===== config.mk =====
export PLATFORM = sky130hd
export DESIGN_NAME = audio_fade_ramp
export DESIGN_NICKNAME = d
export VERILOG_FILES = /design/src/afr_pkg.sv /design/src/audio_fade_ramp.sv
export SDC_FILE = /design/constraint.sdc
export NUM_CORES = 1
export LEC_CHECK = 0
export ABC_AREA = 1
export BUFFER_PORTS_ARGS = -buffer_cell sky130_fd_sc_hd__buf_4
export CAP_MARGIN = 5
export CORE_MARGIN = 1.5
export CORE_UTILIZATION = 35
export CTS_CLUSTER_DIAMETER = 40
export DETAILED_ROUTE_END_ITERATION = 7
export SLEW_MARGIN = 30
export SYNTH_ARGS = -nofsm -noshare
export SYNTH_HDL_FRONTEND = slang
export SYNTH_SLANG_ARGS = --single-unit

===== constraint.sdc =====
create_clock -name aclk -period 5 [get_ports aclk]
set_clock_uncertainty 0.1 [all_clocks]
set_input_delay 1 -clock aclk [delete_from_list [all_inputs] [get_ports aclk]]
set_output_delay 1 -clock aclk [all_outputs]
set_load 0.005 [all_outputs]

===== src/afr_pkg.sv =====
`default_nettype none

package afr_pkg;

    // Field and register widths
    localparam int unsigned SAMPLE_BITS = 16;
    localparam int unsigned GAIN_BITS   = 8;
    localparam int unsigned STEP_BITS   = 24;
    localparam int unsigned CFG_IDX_BITS = 2;

    // Defaults for the top-level parameters
    localparam int unsigned FULL_LEVEL_DEF = 128;
    localparam int unsigned COUNT_BITS_DEF = 24;

    // Offset-binary midpoint for 8-bit samples
    localparam logic [7:0] BYTE_SIGN_FLIP = 8'h80;

    // Configuration register indexes
    typedef enum logic [CFG_IDX_BITS-1:0] {
        CFG_FADE_DIRECTION = 2'd0,
        CFG_WIDE_SAMPLES   = 2'd1,
        CFG_LEVEL_STEP     = 2'd2
    } cfg_index_t;

endpackage

`default_nettype wire


===== src/audio_fade_ramp.sv =====
`default_nettype none
// Linear volume fade: scales each sample by gain_level / FULL_LEVEL.
// Pipeline: the input, product and result registers load in turn after the input transaction;
// throughput 1 sample per cycle while m_ready stays high, since every stage advances
// whenever it is empty or the stage after it does.
// The divide by FULL_LEVEL is an exact reciprocal multiply in the second stage.
// Reset (aresetn low, synchronous): fade-out, 8-bit mode, step 0, gain at FULL_LEVEL,
// sample counter cleared, pipeline empty.
module audio_fade_ramp #(
    parameter int unsigned FULL_LEVEL = afr_pkg::FULL_LEVEL_DEF,
    parameter int unsigned COUNT_BITS = afr_pkg::COUNT_BITS_DEF
) (
    input  wire logic                              aclk,
    input  wire logic                              aresetn,
    // configuration write port
    input  wire logic                              cfg_we,
    input  wire logic [afr_pkg::CFG_IDX_BITS-1:0]  cfg_index,
    input  wire logic [afr_pkg::STEP_BITS-1:0]     cfg_wdata,
    // sample input
    input  wire logic                              s_valid,
    output logic                                   s_ready,
    input  wire logic [afr_pkg::SAMPLE_BITS-1:0]   s_sample_in,
    // sample output
    output logic                                   m_valid,
    input  wire logic                              m_ready,
    output logic [afr_pkg::SAMPLE_BITS-1:0]        m_sample_out
);
    import afr_pkg::*;

    localparam int unsigned PROD_BITS  = SAMPLE_BITS + GAIN_BITS;
    localparam int unsigned SHIFT      = PROD_BITS + $clog2(FULL_LEVEL);
    localparam int unsigned RECIP_BITS = PROD_BITS + 1;
    localparam int unsigned WIDE_BITS  = PROD_BITS + RECIP_BITS;
    localparam int unsigned CMP_BITS   = (COUNT_BITS > STEP_BITS) ? COUNT_BITS : STEP_BITS;
    // ceil(2^SHIFT / FULL_LEVEL): exact floor division for any PROD_BITS-bit product
    localparam logic [63:0] RECIP =
        ((64'd1 << SHIFT) + 64'(FULL_LEVEL) - 64'd1) / 64'(FULL_LEVEL);
    localparam logic [RECIP_BITS-1:0] RECIP_K   = RECIP[RECIP_BITS-1:0];
    localparam logic [GAIN_BITS-1:0]  FULL_GAIN = GAIN_BITS'(FULL_LEVEL);

    // configuration and fade state
    logic                    fade_dir_reg;
    logic                    wide_reg;
    logic [STEP_BITS-1:0]    step_reg;
    logic [GAIN_BITS-1:0]    gain_reg, gain_next;
    logic [COUNT_BITS-1:0]   count_reg, count_next;

    // pipeline registers
    logic                    s1_valid_reg;
    logic [SAMPLE_BITS-1:0]  s1_sample_reg;
    logic                    s1_wide_reg;
    logic [GAIN_BITS-1:0]    s1_gain_reg;
    logic                    s2_valid_reg;
    logic [PROD_BITS-1:0]    s2_prod_reg;
    logic                    s2_neg_reg;
    logic                    s2_wide_reg;
    logic                    m_valid_reg;
    logic [SAMPLE_BITS-1:0]  m_sample_reg;

    logic                    out_en, s2_en, s1_en, in_fire;

    // stall chain: a stage moves when it is empty or its successor moves
    assign out_en  = !m_valid_reg || m_ready;
    assign s2_en   = !s2_valid_reg || out_en;
    assign s1_en   = !s1_valid_reg || s2_en;
    assign s_ready = s1_en;
    assign in_fire = s_valid && s1_en;

    assign m_valid      = m_valid_reg;
    assign m_sample_out = m_sample_reg;

    // counter and gain ramp, advanced once per input transaction without a register write
    logic [COUNT_BITS-1:0] count_inc;
    always_comb begin
        count_inc  = (count_reg == {COUNT_BITS{1'b1}}) ? count_reg : count_reg + 1'b1;
        count_next = count_inc;
        gain_next  = gain_reg;
        if (CMP_BITS'(count_inc) >= CMP_BITS'(step_reg)) begin
            count_next = '0;
            if (fade_dir_reg) begin
                if (gain_reg != '0) gain_next = gain_reg - 1'b1;
            end else begin
                if (gain_reg < FULL_GAIN) gain_next = gain_reg + 1'b1;
            end
        end
    end

    always_ff @(posedge aclk) begin
        if (!aresetn) begin
            fade_dir_reg <= 1'b1;
            wide_reg     <= 1'b0;
            step_reg     <= '0;
            gain_reg     <= FULL_GAIN;
            count_reg    <= '0;
        end else if (cfg_we) begin
            case (cfg_index)
                CFG_FADE_DIRECTION: begin
                    fade_dir_reg <= cfg_wdata[0];
                    gain_reg     <= cfg_wdata[0] ? FULL_GAIN : '0;
                    count_reg    <= '0;
                end
                CFG_WIDE_SAMPLES: wide_reg <= cfg_wdata[0];
                CFG_LEVEL_STEP:   step_reg <= cfg_wdata;
                default: ;
            endcase
        end else if (in_fire) begin
            gain_reg  <= gain_next;
            count_reg <= count_next;
        end
    end

    // stage 1: sign handling and sample x gain
    logic [7:0]             s1_flip;
    logic [SAMPLE_BITS-1:0] s1_signed, s1_mag;
    logic [PROD_BITS-1:0]   s1_prod;
    always_comb begin
        s1_flip   = s1_sample_reg[7:0] ^ BYTE_SIGN_FLIP;
        s1_signed = s1_wide_reg ? s1_sample_reg : {{(SAMPLE_BITS-8){s1_flip[7]}}, s1_flip};
        s1_mag    = s1_signed[SAMPLE_BITS-1] ? (~s1_signed + 1'b1) : s1_signed;
        s1_prod   = PROD_BITS'(s1_mag) * PROD_BITS'(s1_gain_reg);
    end

    // stage 2: divide magnitude by FULL_LEVEL, restore sign and encoding
    logic [WIDE_BITS-1:0]   s2_wide_prod;
    logic [SAMPLE_BITS-1:0] s2_quot, s2_res, s2_out;
    always_comb begin
        s2_wide_prod = WIDE_BITS'(s2_prod_reg) * WIDE_BITS'(RECIP_K);
        s2_quot      = SAMPLE_BITS'(s2_wide_prod >> SHIFT);
        s2_res       = s2_neg_reg ? (SAMPLE_BITS'(0) - s2_quot) : s2_quot;
        s2_out       = s2_wide_reg ? s2_res
                                   : {{(SAMPLE_BITS-8){1'b0}}, s2_res[7:0] ^ BYTE_SIGN_FLIP};
    end

    // pipeline valid bits
    always_ff @(posedge aclk) begin
        if (!aresetn) begin
            s1_valid_reg <= 1'b0;
            s2_valid_reg <= 1'b0;
            m_valid_reg  <= 1'b0;
        end else begin
            if (s1_en) s1_valid_reg <= s_valid;
            if (s2_en) s2_valid_reg <= s1_valid_reg;
            if (out_en) m_valid_reg <= s2_valid_reg;
        end
    end

    // pipeline payload
    always_ff @(posedge aclk) begin
        if (in_fire) begin
            s1_sample_reg <= s_sample_in;
            s1_wide_reg   <= wide_reg;
            s1_gain_reg   <= gain_reg;
        end
        if (s2_en && s1_valid_reg) begin
            s2_prod_reg <= s1_prod;
            s2_neg_reg  <= s1_signed[SAMPLE_BITS-1];
            s2_wide_reg <= s1_wide_reg;
        end
        if (out_en && s2_valid_reg) begin
            m_sample_reg <= s2_out;
        end
    end

endmodule

`default_nettype wire


==> results.md <==
* Power Density at 511 nW/µm²
* Startpoint Class: register
* Clk sink count at 120
* Req. time, crit path at ~5 ns
* CTS tree: yes
* Ratio of cells with drive above 1 in the final layout at 30.7%
* Most used DFF post-synth: dfxtp_1
* Syn_nets at 1552
* Int Pwr at 4.11 mW
* HP Class: register to register
* H-tree levels at 4
* Multi-input logic area at 7390 µm²
* Leakage at 6.50 nW
* Gate Count Post-Synth at 1350
* Distinct cells, synth at 51
* Worst r2r src: s1_wide_reg$_DFFE_PP_
* Outcome: complete, but fails checks
* Placed Cells at 1886
* CORE AREA at 29600 µm²
* DR DRC count at 0
* Reg clk slew, reported paths at 0.07 ns
* Final hold viol count at 0
* Switching part of the total power at 42.7%
* Worst-path maximum fanout at 7
* Fin crit period at approximately 5.3 ns
* Routability Congestion at 0.862
* Initial core utilization at 35.5%
* Post-synthesis sequential area ratio at approximately 28%
* Mapped cell area at 10500 µm²
* Yosys reg bits at 120
* Failing checks: negative setup slack
* Largest net degree at the start of global routing at 48
* Number of cells on the worst reg-to-reg path at 22
* Crit path capture type: register
* Grt ovf at 0
* Worst-margin pin slew at 0.809 ns
* Final Setup Violations at 13
* Die area at between 30000 and 40000 µm²
* Critical path endpoint: s2_prod_reg[20]$_DFFE_PP_
* Initial antenna violation count at 0
* Final Cycle Share at 105%
* ANT cells at 0
* FF+latch area at ~3000 µm²
* Final WS setup at -0.273 ns
* Max-slew violations at 0
* Synth top area share at between 10% and 20%
* Mean Syn Cell Area at around 7.8 µm²
* Post-route ant nets at 0
* FILL cells at 2862
* Logic pwr share at 64.9%
* Vias in the first global route at approximately 9400
* RSZ-0062 raised after global routing: yes
* Crit path launch: s1_wide_reg$_DFFE_PP_
* Row count at between 60 and 70
* I/O Buffers at 64
* VDD IR max at 0.000473 V
* CTS Root Cell: clkbuf_16
* Reg2reg setup slack at -0.27 ns
* Critical path class: register to register
* Initial DRC count at 481
* Yosys top cell by area: edfxtp_1
* GRT Total Usage at 17.7%
* First-pass GRT wire length at 43.8 mm
* Detailed-router iteration count before antenna repair at 7
* Vias per cell at 4.72
* Total wire length at between 20 and 30 mm
* Part of the power in registers at between 10% and 20%
* Synth warn at 0
* Synth area leaders: edfxtp_1 (17%), fa_1 (16%), dfxtp_1 (12%), nand2_1 (9.8%), ha_1 (8.6%)
* CTS Buf Count at 17
* WL/cell at 13.5 µm
* R2R Path End: s2_prod_reg[20]$_DFFE_PP_
* Most frequent cell after synthesis: nand2_1
* Die Wd at between 150 and 200 µm
* Asr flop ratio synth at 0%
* Maxcap violations at 0
* CTS max path bufs at 2
* Pre-CTS setup slack at -0.389 ns
* Post-synth EDFFs at 59
* Detail Placement HPWL at 20.1 mm
* Worst rel slew slack at roughly 46%
* Psw at between 3 and 4 mW
* Chip height at around 180 µm
* Clk pwr share at 16.9%
* WP data arrival at 5.35 ns
* Final net count at 1755
* Vias at 9229
* Area Growth Syn to Fin at 33.7%
* Clock Latency Late Sink at around 0.42 ns
* Synth cell count leaders: nand2_1 (274), inv_1 (223), nor2_1 (175)
* Fmax at 190 MHz
* Io pins at 65
* Post-Layout Cell Count at just under 2000
==> stage by stage <==
step	hold WS, ns	power [mW]	area, µm²	TNS (ns)	util [%]
4_1_cts	0.364	6.57	13500	-1.37	45.7
6_report	0.361	7.18	14000	-2.49	47.5
5_1_grt	0.381	7.70	14000	-5.17	47.5
3_3_place_gp	0.342	4.74	12400	-2.21	41.9
2_1_floorplan	0.308	3.48	10700	-0.141	-
3_5_place_dp	0.351	4.78	12400	-3.13	41.9
==> power groups by stage <==
stage / registers (mW) / logic [mW] / clock network, mW
2_1_floorplan: 1.31 / 2.17 / 0
3_3_place_gp: 1.33 / 3.41 / 0
3_5_place_dp: 1.33 / 3.46 / 0
4_1_cts: 1.31 / 4.03 / 1.23
5_1_grt: 1.32 / 5.11 / 1.27
6_report: 1.31 / 4.66 / 1.21
==> cells in the final DEF, fill, tap and decap left out, types with 19 or more instances in the layout <==
master    synthesis  final
fa_1             83     77
buf_6             2     19
edfxtp_1         59     59
nand2_1         274    232
nand2_2          18     43
xor2_1           31     31
dfxtp_1          61     61
o21ai_0          55     42
inv_1           223    197
ha_1             72     56
nor2_2            3     28
nor2_1          175    144
a21oi_1         102     84
nand3_1          45     40
inv_2            15     33
buf_4             1    196
==> critical path: stages (launching register included) <==
cell      delay [ns]
edfxtp_1        0.47
inv_4           0.10
buf_6           0.13
o21ai_4         0.15
nand2_4         0.09
nor3_4          0.25
a21oi_2         0.09
xor2_1          0.17
inv_2           0.16
buf_4           0.14
nor2_1          0.04
fa_1            0.53
inv_1           0.07
fa_1            0.53
inv_1           0.06
fa_1            0.48
ha_1            0.36
ha_4            0.31
nand2_2         0.10
nor4_4          0.32
nand4_1         0.17
nand3_1         0.12
xor2_1          0.07
==> per-layer routing <==
layer  up-vias  share of wire, %  global-route usage (%)
li1       4664                 -                       -
met1      4375                44                    21.5
met2       151                51                    31.9
met3        39               2.7                    2.52
met4         0               2.6                    6.02
met5         -                 0                       0
==> cell type report <==
cell class / count / share of cell area (%)
Sequential cell: 120 / 21.3
Inverter: 241 / 6.62
Clock buffer: 19 / 3.23
Timing Repair Buffer: 215 / 12.0
Clock inverter: 13 / 0.784
Tap cell: 390 / 3.47
Multi-Input combinational cell: 958 / 52.6
==> what timing repair did <==
action / CTS / global route
gates cloned: 0 / 0
hold buffers: 0 / 0
setup endpoints to repair: 13 / 15
gates resized for setup: 111 / 109
pin swaps: 71 / 55
setup buffers: 23 / 17
==> worst min path at each step <==
stage | from | to | slack [ns] | depth (start not counted)
final | step_reg[10]$_SDFFE_PN0P_ | step_reg[10]$_SDFFE_PN0P_ | 0.36 | 2
after global routing | s2_prod_reg[7]$_DFFE_PP_ | m_sample_out[0]$_DFFE_PP_ | 0.38 | 0
after CTS | step_reg[6]$_SDFFE_PN0P_ | step_reg[6]$_SDFFE_PN0P_ | 0.36 | 2
after detailed placement | s2_prod_reg[7]$_DFFE_PP_ | m_sample_out[0]$_DFFE_PP_ | 0.35 | 0
after global placement | s2_prod_reg[7]$_DFFE_PP_ | m_sample_out[0]$_DFFE_PP_ | 0.34 | 0
after floorplan | wide_reg$_SDFFE_PN0P_ | s1_wide_reg$_DFFE_PP_ | 0.31 | 0
==> cells by family after synthesis <==
family / Yosys count / synth area share (%)
flops: 120 / 28.5
buf+inv: 272 / 10.0
compound gates: 185 / 9.55
simple gates: 572 / 23.5
xor+xnor: 46 / 4.09
fa+ha+maj: 155 / 24.4
No activity file was read; power rests on OpenSTA's default activity.
